### config.mk
export PLATFORM = sky130hd
export DESIGN_NAME = modular_square_root_unit
export DESIGN_NICKNAME = d
export VERILOG_FILES = /design/src/msr_pkg.sv /design/src/msr_mulmod.sv /design/src/modular_square_root_unit.sv
export SDC_FILE = /design/constraint.sdc
export NUM_CORES = 2
export LEC_CHECK = 0
export BUFFER_PORTS_ARGS = -buffer_cell sky130_fd_sc_hd__buf_2
export CORE_UTILIZATION = 33
export CTS_CLUSTER_DIAMETER = 50
export DETAILED_ROUTE_END_ITERATION = 10
export PLACE_DENSITY = 0.56
export RECOVER_POWER = 100
export SETUP_SLACK_MARGIN = 0.2
export SLEW_MARGIN = 20
export SYNTH_ARGS = -nofsm -noshare
export SYNTH_HDL_FRONTEND = slang
export SYNTH_SLANG_ARGS = --single-unit
### constraint.sdc
create_clock -name clock -period 9.2 [get_ports clock]
set_input_delay 0.46 -clock clock [delete_from_list [all_inputs] [get_ports clock]]
set_output_delay 0.46 -clock clock [all_outputs]
set_load 0.01 [all_outputs]
### src/msr_pkg.sv
package msr_pkg;

   localparam int WORD_BITS = 32;
   localparam int CNT_BITS = 6;
   localparam int NR_LAST = 257;

   typedef enum logic [2:0] {
      MUL_IDLE,
      MUL_RUN,
      MUL_REDUCE,
      MUL_DONE
   } mul_state_type;

   typedef struct packed {
      logic                 start;
      logic [WORD_BITS-1:0] x;
      logic [WORD_BITS-1:0] y;
      logic [WORD_BITS-1:0] m;
   } mul_req_type;

   typedef struct packed {
      logic                 done;
      logic [WORD_BITS-1:0] prod;
   } mul_rsp_type;

   typedef enum logic [4:0] {
      ST_IDLE,
      ST_CHECK,
      ST_RED,
      ST_EULER,
      ST_EULER_CHK,
      ST_FACTOR,
      ST_SHORT,
      ST_NR,
      ST_NR_CHK,
      ST_POW_C,
      ST_POW_T,
      ST_POW_R,
      ST_LOOP,
      ST_SQ,
      ST_SQ_CHK,
      ST_B,
      ST_B_CHK,
      ST_C,
      ST_T,
      ST_R,
      ST_OUT
   } ctl_state_type;

   typedef enum logic [1:0] {
      PW_IDLE,
      PW_MUL_ACC,
      PW_MUL_SQ,
      PW_DONE
   } pow_state_type;

endpackage

### src/msr_mulmod.sv
module msr_mulmod
   import msr_pkg::*;
(
   input  logic        clock,
   input  logic        reset,
   input  mul_req_type req,
   output mul_rsp_type rsp
);

   mul_state_type state_ff, state_in;
   logic [WORD_BITS-1:0] x_ff, x_in;
   logic [WORD_BITS-1:0] y_ff, y_in;
   logic [WORD_BITS-1:0] m_ff, m_in;
   logic [WORD_BITS-1:0] acc_ff, acc_in;
   logic [CNT_BITS-1:0]  cnt_ff, cnt_in;
   logic [WORD_BITS:0]   dbl;
   logic [WORD_BITS+1:0] sum;
   logic [WORD_BITS+1:0] sub1;
   logic [WORD_BITS+1:0] red;

   // acc = (2*acc + bit*y) mod m, acc < m kept, one bit of x per cycle
   always_comb begin
      dbl  = {acc_ff, 1'b0};
      sum  = {1'b0, dbl} + (x_ff[WORD_BITS-1] ? {2'b00, y_ff} : '0);
      sub1 = (sum >= {2'b00, m_ff}) ? sum - {2'b00, m_ff} : sum;
      red  = (sub1 >= {2'b00, m_ff}) ? sub1 - {2'b00, m_ff} : sub1;
   end

   always_comb begin
      state_in = state_ff;
      unique case (state_ff)
         MUL_IDLE:   if (req.start) state_in = MUL_REDUCE;
         MUL_REDUCE: state_in = MUL_RUN;
         MUL_RUN:    if (cnt_ff == CNT_BITS'(WORD_BITS - 1)) state_in = MUL_DONE;
         MUL_DONE:   state_in = MUL_IDLE;
         default:    state_in = MUL_IDLE;
      endcase
   end

   always_comb begin
      x_in   = x_ff;
      y_in   = y_ff;
      m_in   = m_ff;
      acc_in = acc_ff;
      cnt_in = cnt_ff;
      unique case (state_ff)
         MUL_IDLE: begin
            x_in   = req.x;
            y_in   = req.y;
            m_in   = req.m;
            acc_in = '0;
            cnt_in = '0;
         end
         MUL_REDUCE: begin
            // operands below m by caller contract except y; reduce y once by m
            if (y_ff >= m_ff) y_in = y_ff - m_ff;
         end
         MUL_RUN: begin
            acc_in = red[WORD_BITS-1:0];
            x_in   = {x_ff[WORD_BITS-2:0], 1'b0};
            cnt_in = cnt_ff + 1'b1;
         end
         default: ;
      endcase
   end

   always_ff @(posedge clock) begin
      if (reset) state_ff <= MUL_IDLE;
      else       state_ff <= state_in;
      x_ff   <= x_in;
      y_ff   <= y_in;
      m_ff   <= m_in;
      acc_ff <= acc_in;
      cnt_ff <= cnt_in;
   end

   assign rsp.done = (state_ff == MUL_DONE);
   assign rsp.prod = acc_ff;

`ifndef SYNTH
   a_done_short: assert property (@(posedge clock) disable iff (reset)
      rsp.done |=> !rsp.done) else $error("done held");
   a_acc_lt_m: assert property (@(posedge clock) disable iff (reset)
      rsp.done |-> (acc_ff < m_ff)) else $error("product not reduced");
   a_run_cnt: assert property (@(posedge clock) disable iff (reset)
      (state_ff == MUL_RUN) |-> (cnt_ff < CNT_BITS'(WORD_BITS)))
      else $error("count overrun");
`endif

endmodule

### src/modular_square_root_unit.sv
// channel | ports                            | fields (low bit up)
// req     | req_tvalid req_tready req_tdata  | value[31:0] modulus[63:32]
// rsp     | rsp_tvalid rsp_tready rsp_tdata  | root[31:0] no_root[32]
// One item at a time; req_tready high only in idle, so the next word waits for the result.
// Zero value, modulus two or an invalid modulus: the check state goes straight to the result.
// Else restoring division reduces the value, then exponentiations use two multiplies per
// exponent bit: Euler's test first, then one more power for a modulus 3 mod 4 and more
// for a prime 1 mod 4; a composite modulus can run the non-residue search to its last candidate.
// Reset returns the controller to idle; the result holds until taken.
module modular_square_root_unit
   import msr_pkg::*;
(
   input  logic        clock,
   input  logic        reset,
   input  logic        req_tvalid,
   output logic        req_tready,
   input  logic [63:0] req_tdata,   // value[31:0], modulus[63:32]
   output logic        rsp_tvalid,
   input  logic        rsp_tready,
   output logic [39:0] rsp_tdata    // root[31:0], no_root[32], zero fill
);

   localparam int W = WORD_BITS;

   ctl_state_type state_ff, state_in;
   pow_state_type pw_ff, pw_in;
   logic [W-1:0] a_ff, a_in, p_ff, p_in;
   logic [W-1:0] q_ff, q_in;
   logic [CNT_BITS-1:0] s_ff, s_in, m_ff, m_in, i_ff, i_in, j_ff, j_in;
   logic [CNT_BITS:0] k_ff, k_in;
   logic [W-1:0] z_ff, z_in, c_ff, c_in, t_ff, t_in, r_ff, r_in;
   logic [W-1:0] zr_ff, zr_in;
   logic [W-1:0] b_ff, b_in, sq_ff, sq_in;
   logic [W-1:0] root_ff, root_in;
   logic flag_ff, flag_in;
   logic [W:0] rem_ff, rem_in;
   logic [W-1:0] ex_ff, ex_in, pb_ff, pb_in, pacc_ff, pacc_in;
   logic pw_start, pw_done;
   logic [W-1:0] pw_base, pw_exp;
   mul_req_type mreq;
   mul_rsp_type mrsp;
   logic [W:0] rem_sh;
   logic [W-1:0] half_p1;

   msr_mulmod u_mul (.clock(clock), .reset(reset), .req(mreq), .rsp(mrsp));

   assign half_p1 = W'(({1'b0, p_ff} + 1'b1) >> 2);
   assign rem_sh  = {rem_ff[W-1:0], a_ff[W-1]};
   assign pw_done = (pw_ff == PW_DONE);

   // power unit next state
   always_comb begin
      pw_in = pw_ff;
      unique case (pw_ff)
         PW_IDLE:    if (pw_start) pw_in = (pw_exp == '0) ? PW_DONE : PW_MUL_ACC;
         PW_MUL_ACC: if (mrsp.done) pw_in = PW_MUL_SQ;
         PW_MUL_SQ:  if (mrsp.done) pw_in = (ex_ff[W-1:1] == '0) ? PW_DONE : PW_MUL_ACC;
         PW_DONE: begin
            if (pw_start) pw_in = (pw_exp == '0) ? PW_DONE : PW_MUL_ACC;
            else          pw_in = PW_IDLE;
         end
         default:    pw_in = PW_IDLE;
      endcase
   end

   logic mstart_ff, mstart_in;
   logic busy_ff, busy_in;
   logic [W-1:0] mx, my;
   logic ctl_mul;

   always_comb begin
      ex_in   = ex_ff;
      pb_in   = pb_ff;
      pacc_in = pacc_ff;
      unique case (pw_ff) inside
         PW_IDLE, PW_DONE: if (pw_start) begin
            ex_in   = pw_exp;
            pb_in   = (pw_base >= p_ff) ? pw_base - p_ff : pw_base;
            pacc_in = W'(1);
         end
         PW_MUL_ACC: if (mrsp.done && ex_ff[0]) pacc_in = mrsp.prod;
         PW_MUL_SQ: if (mrsp.done) begin
            pb_in = mrsp.prod;
            ex_in = ex_ff >> 1;
         end
         default: ;
      endcase
   end

   // multiplier issue: one start pulse after entering a multiply step
   always_comb begin
      mx = pacc_ff;
      my = pb_ff;
      ctl_mul = 1'b0;
      unique case (state_ff)
         ST_SQ:   begin mx = sq_ff; my = sq_ff; ctl_mul = 1'b1; end
         ST_B:    begin mx = b_ff;  my = b_ff;  ctl_mul = 1'b1; end
         ST_C:    begin mx = b_ff;  my = b_ff;  ctl_mul = 1'b1; end
         ST_T:    begin mx = t_ff;  my = c_ff;  ctl_mul = 1'b1; end
         ST_R:    begin mx = r_ff;  my = b_ff;  ctl_mul = 1'b1; end
         default: ;
      endcase
      if (pw_ff == PW_MUL_SQ) begin
         mx = pb_ff;
         my = pb_ff;
      end
      mstart_in = 1'b0;
      if ((pw_in == PW_MUL_ACC && pw_ff != PW_MUL_ACC) ||
          (pw_in == PW_MUL_SQ && pw_ff != PW_MUL_SQ))
         mstart_in = 1'b1;
      if (ctl_mul && !mstart_ff && !mrsp.done && busy_ff == 1'b0) mstart_in = 1'b1;
   end

   always_comb begin
      busy_in = busy_ff;
      if (mstart_ff) busy_in = 1'b1;
      if (mrsp.done) busy_in = 1'b0;
   end

   assign mreq.start = mstart_ff;
   assign mreq.x     = mx;
   assign mreq.y     = my;
   assign mreq.m     = p_ff;

   logic ctl_mdone;
   assign ctl_mdone = mrsp.done && ctl_mul;

   // controller next state
   always_comb begin
      state_in = state_ff;
      unique case (state_ff)
         ST_IDLE:  if (req_tvalid) state_in = ST_CHECK;
         ST_CHECK: begin
            if (a_ff == '0 || p_ff == W'(2) || p_ff < W'(2) || !p_ff[0])
               state_in = ST_OUT;
            else
               state_in = ST_RED;
         end
         ST_RED: if (k_ff == (CNT_BITS+1)'(W - 1))
                    state_in = ST_EULER;
         ST_EULER:     state_in = ST_EULER_CHK;
         ST_EULER_CHK: begin
            if (rem_ff == '0) state_in = ST_OUT;
            else if (pw_done)
               state_in = (pacc_ff != W'(1)) ? ST_OUT : ST_FACTOR;
         end
         ST_FACTOR: if (q_ff[0]) state_in = (s_ff == CNT_BITS'(1)) ? ST_SHORT : ST_NR;
         ST_SHORT:  if (pw_done) state_in = ST_OUT;
         ST_NR:     state_in = ST_NR_CHK;
         ST_NR_CHK: if (pw_done) begin
            if (pacc_ff == p_ff - 1'b1) state_in = ST_POW_C;
            else if (z_ff == W'(NR_LAST)) state_in = ST_OUT;
            else state_in = ST_NR;
         end
         ST_POW_C: if (pw_done) state_in = ST_POW_T;
         ST_POW_T: if (pw_done) state_in = ST_POW_R;
         ST_POW_R: if (pw_done) state_in = ST_LOOP;
         ST_LOOP:  state_in = (t_ff == W'(1)) ? ST_OUT : ST_SQ_CHK;
         ST_SQ_CHK: begin
            if (sq_ff == W'(1) || i_ff >= m_ff)
               state_in = (i_ff >= m_ff) ? ST_OUT : ST_B_CHK;
            else state_in = ST_SQ;
         end
         ST_SQ:    if (ctl_mdone) state_in = ST_SQ_CHK;
         ST_B_CHK: state_in = (j_ff + 1'b1 < m_ff - i_ff) ? ST_B : ST_C;
         ST_B:     if (ctl_mdone) state_in = ST_B_CHK;
         ST_C:     if (ctl_mdone) state_in = ST_T;
         ST_T:     if (ctl_mdone) state_in = ST_R;
         ST_R:     if (ctl_mdone) state_in = ST_LOOP;
         ST_OUT:   if (rsp_tready) state_in = ST_IDLE;
         default:  state_in = ST_IDLE;
      endcase
   end

   // controller datapath and power requests
   always_comb begin
      a_in = a_ff; p_in = p_ff; q_in = q_ff; s_in = s_ff; m_in = m_ff;
      i_in = i_ff; j_in = j_ff; k_in = k_ff; z_in = z_ff; c_in = c_ff;
      t_in = t_ff; r_in = r_ff; b_in = b_ff; sq_in = sq_ff; zr_in = zr_ff;
      root_in = root_ff; flag_in = flag_ff; rem_in = rem_ff;
      pw_start = 1'b0; pw_base = rem_ff[W-1:0]; pw_exp = (p_ff - 1'b1) >> 1;
      unique case (state_ff)
         ST_IDLE: if (req_tvalid) begin
            a_in = req_tdata[W-1:0];
            p_in = req_tdata[32+W-1:32];
            root_in = '0; flag_in = 1'b0; rem_in = '0; k_in = '0;
         end
         ST_CHECK: begin
            if (a_ff == '0) ;
            else if (p_ff == W'(2)) root_in = W'(a_ff[0]);
            else if (p_ff < W'(2) || !p_ff[0]) flag_in = 1'b1;
         end
         ST_RED: begin
            // restoring division, one quotient bit a cycle
            rem_in = (rem_sh >= {1'b0, p_ff}) ? rem_sh - {1'b0, p_ff} : rem_sh;
            a_in = {a_ff[W-2:0], 1'b0};
            k_in = k_ff + 1'b1;
         end
         ST_EULER: begin
            if (rem_ff != '0) pw_start = 1'b1;
            q_in = p_ff - 1'b1; s_in = '0;
         end
         ST_EULER_CHK: if (rem_ff != '0 && pw_done && pacc_ff != W'(1)) flag_in = 1'b1;
         ST_FACTOR: if (!q_ff[0]) begin
            q_in = q_ff >> 1; s_in = s_ff + 1'b1;
         end else if (s_ff == CNT_BITS'(1)) begin
            pw_start = 1'b1; pw_exp = half_p1;
         end else begin
            z_in = W'(2); zr_in = W'(2);
         end
         ST_SHORT: if (pw_done) root_in = pacc_ff;
         ST_NR: begin pw_start = 1'b1; pw_base = zr_ff; end
         ST_NR_CHK: if (pw_done) begin
            if (pacc_ff == p_ff - 1'b1) begin
               pw_start = 1'b1; pw_base = zr_ff; pw_exp = q_ff; m_in = s_ff;
            end else if (z_ff == W'(NR_LAST)) flag_in = 1'b1;
            else begin
               z_in  = z_ff + 1'b1;
               zr_in = (zr_ff + 1'b1 == p_ff) ? '0 : zr_ff + 1'b1;
            end
         end
         ST_POW_C: if (pw_done) begin
            c_in = pacc_ff; pw_start = 1'b1; pw_exp = q_ff;
         end
         ST_POW_T: if (pw_done) begin
            t_in = pacc_ff; pw_start = 1'b1; pw_exp = (q_ff >> 1) + 1'b1;
         end
         ST_POW_R: if (pw_done) r_in = pacc_ff;
         ST_LOOP: begin
            if (t_ff == W'(1)) root_in = r_ff;
            sq_in = t_ff; i_in = '0;
         end
         ST_SQ_CHK: begin
            if (i_ff >= m_ff && sq_ff != W'(1)) flag_in = 1'b1;
            else if (sq_ff == W'(1) && i_ff >= m_ff) flag_in = 1'b1;
            b_in = c_ff; j_in = '0;
         end
         ST_SQ: if (ctl_mdone) begin sq_in = mrsp.prod; i_in = i_ff + 1'b1; end
         ST_B:  if (ctl_mdone) begin b_in = mrsp.prod; j_in = j_ff + 1'b1; end
         ST_C:  if (ctl_mdone) begin c_in = mrsp.prod; m_in = i_ff; end
         ST_T:  if (ctl_mdone) t_in = mrsp.prod;
         ST_R:  if (ctl_mdone) r_in = mrsp.prod;
         default: ;
      endcase
   end

   always_ff @(posedge clock) begin
      if (reset) begin
         state_ff  <= ST_IDLE;
         pw_ff     <= PW_IDLE;
         mstart_ff <= 1'b0;
         busy_ff   <= 1'b0;
      end else begin
         state_ff  <= state_in;
         pw_ff     <= pw_in;
         mstart_ff <= mstart_in;
         busy_ff   <= busy_in;
      end
      a_ff <= a_in; p_ff <= p_in; q_ff <= q_in; s_ff <= s_in; m_ff <= m_in;
      i_ff <= i_in; j_ff <= j_in; k_ff <= k_in; z_ff <= z_in; c_ff <= c_in;
      t_ff <= t_in; r_ff <= r_in; b_ff <= b_in; sq_ff <= sq_in; zr_ff <= zr_in;
      root_ff <= root_in; flag_ff <= flag_in; rem_ff <= rem_in;
      ex_ff <= ex_in; pb_ff <= pb_in; pacc_ff <= pacc_in;
   end

   assign req_tready = (state_ff == ST_IDLE);
   assign rsp_tvalid = (state_ff == ST_OUT);
   assign rsp_tdata  = {7'b0, flag_ff, root_ff};

`ifndef SYNTH
   a_out_hold: assert property (@(posedge clock) disable iff (reset)
      (rsp_tvalid && !rsp_tready) |=> (rsp_tvalid && $stable(rsp_tdata)))
      else $error("result dropped");
   a_no_overlap: assert property (@(posedge clock) disable iff (reset)
      !(req_tready && rsp_tvalid)) else $error("ready while result pending");
   a_flag_zero: assert property (@(posedge clock) disable iff (reset)
      (rsp_tvalid && flag_ff) |-> (root_ff == '0)) else $error("flag with root");
`endif

endmodule
==> run metrics <==
status=finished, violations left; failing checks=max-capacitance violations, max-slew violations; DRC errors left=0; initial antenna violation count=4; Worst Hold Class=in -> reg; EDFF count, synth=about 650; H-tree depth=3; vias in the first global route=just under 40,000; setup violators final=0; 1st-pass router iterations=9; GRT Resource Usage Total=24.3%; count of different cell masters after synthesis=95; r2r setup slk=0.43 ns; Iter 0 DRT Violations=~5,200; Die Y=between 300 and 400 um; PortBufs=~100; Ant. Diodes=0; clock buffer count from CTS=98; Final Wtd Congestion=~0.97; critical path peak fanout=14; clk slew on worst S/H paths=~0.05 ns; relative slew slack=-177%; grt ovf=0; final core utilization=around two fifths; power per cell area=about 450 nW/um2; ys async rst share=0%; Max VDD drop=roughly 0.36 mV; Filler cells=~14,000; CP arrival=between 9 and 10 ns; Hold WS=around 0.056 ns; switching share of power=between 40% and 50%; WL/cell=around 26 um; maximum capacitance violations=38; internal power=about 13 mW; LEAKAGE=19.7 nW; mapped cell area=47,000 um2; share of cells above drive strength 1=12.5%; Final period util=95.3%; CTS Root Buffer Type=clkbuf_16; Critical Path RT=slightly below 10 ns; CTS tree=built; Die X=around 380 um; site row count=roughly 140; fin crit period=a little under 9 ns; R2R Path End=pb_ff[6]$_DFFE_PP_; Worst Setup End Kind=flop; Final #Nets=~5,300; RSZ-0062 raised after global routing=true; via count=approximately 41,000; first-pass GRT wire length=approximately 260,000 um; Slowest Stage Delay on Critical Path=~0.65 ns; WS Path Type=reg -> reg; Worst Hold End=a_ff[7]$_DFFE_PP_; sequential-to-total area share from yosys stat=a little over two fifths; Flop pwr share=22.4%; Synth Flop Type=edfxtp_1; Fin. Hold Viols=0; hold_sp=req_tdata[7]; YS warnings=0; Max Clock Skew=about 0.035 ns; Clock Sinks=658; Mapped Avg Cell Area=slightly below 10 um2; CTS Buffer Depth=3; Die Area=roughly 140,000 um2; Critical R2R Launch=p_ff[11]$_DFFE_PP_; Yosys reg bits=about 660; NetSw=between 10 and 15 mW; worst-skew pair later-pin latency=~0.72 ns; worst slew pin tran=4.16 ns; fmax=approximately 0.11 GHz; Gate Count Post-Synth=4,878; DRT antenna net count=0; hold path depth=2; vias per cell=roughly 6; core area=141,000 um2; Ports=110; Slowest-stage cell, CP=nor4_2; DPL Wire Length=between 100,000 and 150,000 um; Comb pwr share=just over 60%; Slew Viols, Final=1,520; final WL=about 180,000 um; startpoint type of the worst setup path=flop; Clock Power Share=15.8%; Initial Utilization=roughly a third; Area Growth Syn to Fin=14.8%; largest net degree at the start of global routing=roughly 80; R2R depth=28
[worst max-delay path, delay by kind of cell, from the launching register on]
kind            cells  cell delay, ns
fa+ha+maj           2            0.62
xor+xnor            1            0.23
flops               1            0.51
mux                 2            0.69
buf+inv             3            0.72
simple gates        8            2.44
compound gates     12            3.29
[cells in the mapped netlist, drive strengths merged (18+ instances only)]
cell | n | area, um2
edfxtp | 647 | 19400
nand2 | 528 | 1980
nor2 | 373 | 1400
o21ai | 312 | 1560
a21oi | 249 | 1250
ha | 223 | 2790
xnor2 | 222 | 1940
clkbuf | 208 | 781
mux2 | 196 | 2210
nand3 | 158 | 791
inv | 153 | 574
xor2 | 114 | 998
nor3 | 107 | 552
nand4 | 99 | 626
nor4 | 94 | 634
and2 | 86 | 538
buf | 65 | 314
and3 | 63 | 394
mux2i | 62 | 621
a21o | 60 | 450
o31ai | 45 | 338
or3 | 45 | 282
a22oi | 44 | 330
o21a | 44 | 330
nor2b | 43 | 269
a211oi | 42 | 320
a31oi | 40 | 250
nand2b | 40 | 250
a222oi | 37 | 370
a221o | 36 | 360
a22o | 36 | 315
nand3b | 36 | 270
o211ai | 26 | 195
o22ai | 24 | 156
or2 | 20 | 125
o41ai | 19 | 166
or4 | 18 | 139
[registers in the layout (all words and copies together) (netlist names), 7 cells and up]
signal and flops:
a_ff 32, b_ff 32, c_ff 32, ex_ff 32, k_ff 7, p_ff 32, pacc_ff 32, pb_ff 32
q_ff 32, r_ff 32, rem_ff 33, root_ff 32, sq_ff 32, t_ff 32, u_mul.acc_ff 32, u_mul.m_ff 32
u_mul.x_ff 32, u_mul.y_ff 32, z_ff 32, zr_ff 32
[area by class of cell]
cell class	instances	area [um2]	area share, %
Timing Repair Buffer	329	2080	3.86
Sequential cell	658	19600	36.4
Inverter	157	589	1.09
Tap cell	1890	2360	4.38
Clock inverter	69	742	1.38
Clock buffer	111	2560	4.75
Multi-Input combinational cell	3796	25900	48.1
[routing by layer]
layer / track usage, % / wire length, um / vias to the layer above
li1: - / - / 18700
met1: 34.6 / 76900 / 20100
met2: 36.3 / 77200 / 2131
met3: 4.62 / 18200 / 320
met4: 8.56 / 6490 / 2
met5: 0 / 12 / -
[power groups by stage]
stage / registers [mW] / clock network, mW / logic (mW)
2_1_floorplan: 5.03 / 0 / 10.1
3_3_place_gp: 5.38 / 0 / 14.6
3_5_place_dp: 5.38 / 0 / 14.6
4_1_cts: 5.34 / 3.90 / 14.8
5_1_grt: 5.52 / 4.00 / 16.3
6_report: 5.44 / 3.84 / 15.0
[worst max path at each step]
stage / start / to / slack (ns)
after CTS: u_mul.x_ff[31]$_DFFE_PP_ / u_mul.acc_ff[27]$_SDFFCE_PN0P_ / 0.24
final: p_ff[11]$_DFFE_PP_ / pb_ff[6]$_DFFE_PP_ / 0.43
after detailed placement: u_mul.x_ff[31]$_DFFE_PP_ / u_mul.acc_ff[27]$_SDFFCE_PN0P_ / 0.08
after global routing: u_mul.x_ff[31]$_DFFE_PP_ / u_mul.acc_ff[19]$_SDFFCE_PN0P_ / 0.03
after floorplan: u_mul.x_ff[31]$_DFFE_PP_ / u_mul.acc_ff[2]$_SDFFCE_PN0P_ / 0.29
after global placement: p_ff[19]$_DFFE_PP_ / pb_ff[24]$_DFFE_PP_ / -0.01
[per-stage QoR]
step,setup slack [ns],setup TNS (ns),area (um2),cells,power [mW]
6_report,0.432,0,53900,7010,24.3
5_1_grt,0.0335,0,53900,7010,25.8
4_1_cts,0.241,0,54200,7009,24.0
3_5_place_dp,0.0772,0,50600,6797,20.0
3_3_place_gp,-0.0144,-0.0189,50600,6796,19.9
2_1_floorplan,0.292,0,47000,4884,15.1
[cells by family (layout without fill, tap and decap cells)]
kind of cell    Yosys count  in the layout  share of synthesized area (%)
simple gates           1764           1764                           18.6
xor+xnor                347            347                           6.79
fa+ha+maj               230            230                           6.24
flops                   658            658                           41.8
compound gates         1190           1190                           17.0
buf+inv                 430            666                           3.58
other cells               1              7                        0.00798
mux                     258            258                           6.02
[cell usage in the layout (no fill, tap or decap), types with 86 or more instances in the layout]
cell,instances
inv_1,151
nand3_1,157
edfxtp_1,647
nor2_1,363
buf_4,127
nand2_1,525
ha_1,220
nor4_1,86
o21ai_0,303
nor3_1,104
clkbuf_1,105
xor2_1,114
a21oi_1,244
xnor2_1,222
nand4_1,99
mux2_2,178
clkbuf_16,100
[repair_timing]
| item | 4_1_cts | 5_1_grt |
|---|---|---|
| hold buffers | 32 | 0 |
| setup buffers | 0 | 1 |
| setup endpoints to repair | 11 | 32 |
| hold endpoints to repair | 32 | 0 |
| gates resized for setup | 4 | 27 |
| pin swaps | 0 | 14 |
Power figures use the tool's default switching activity.
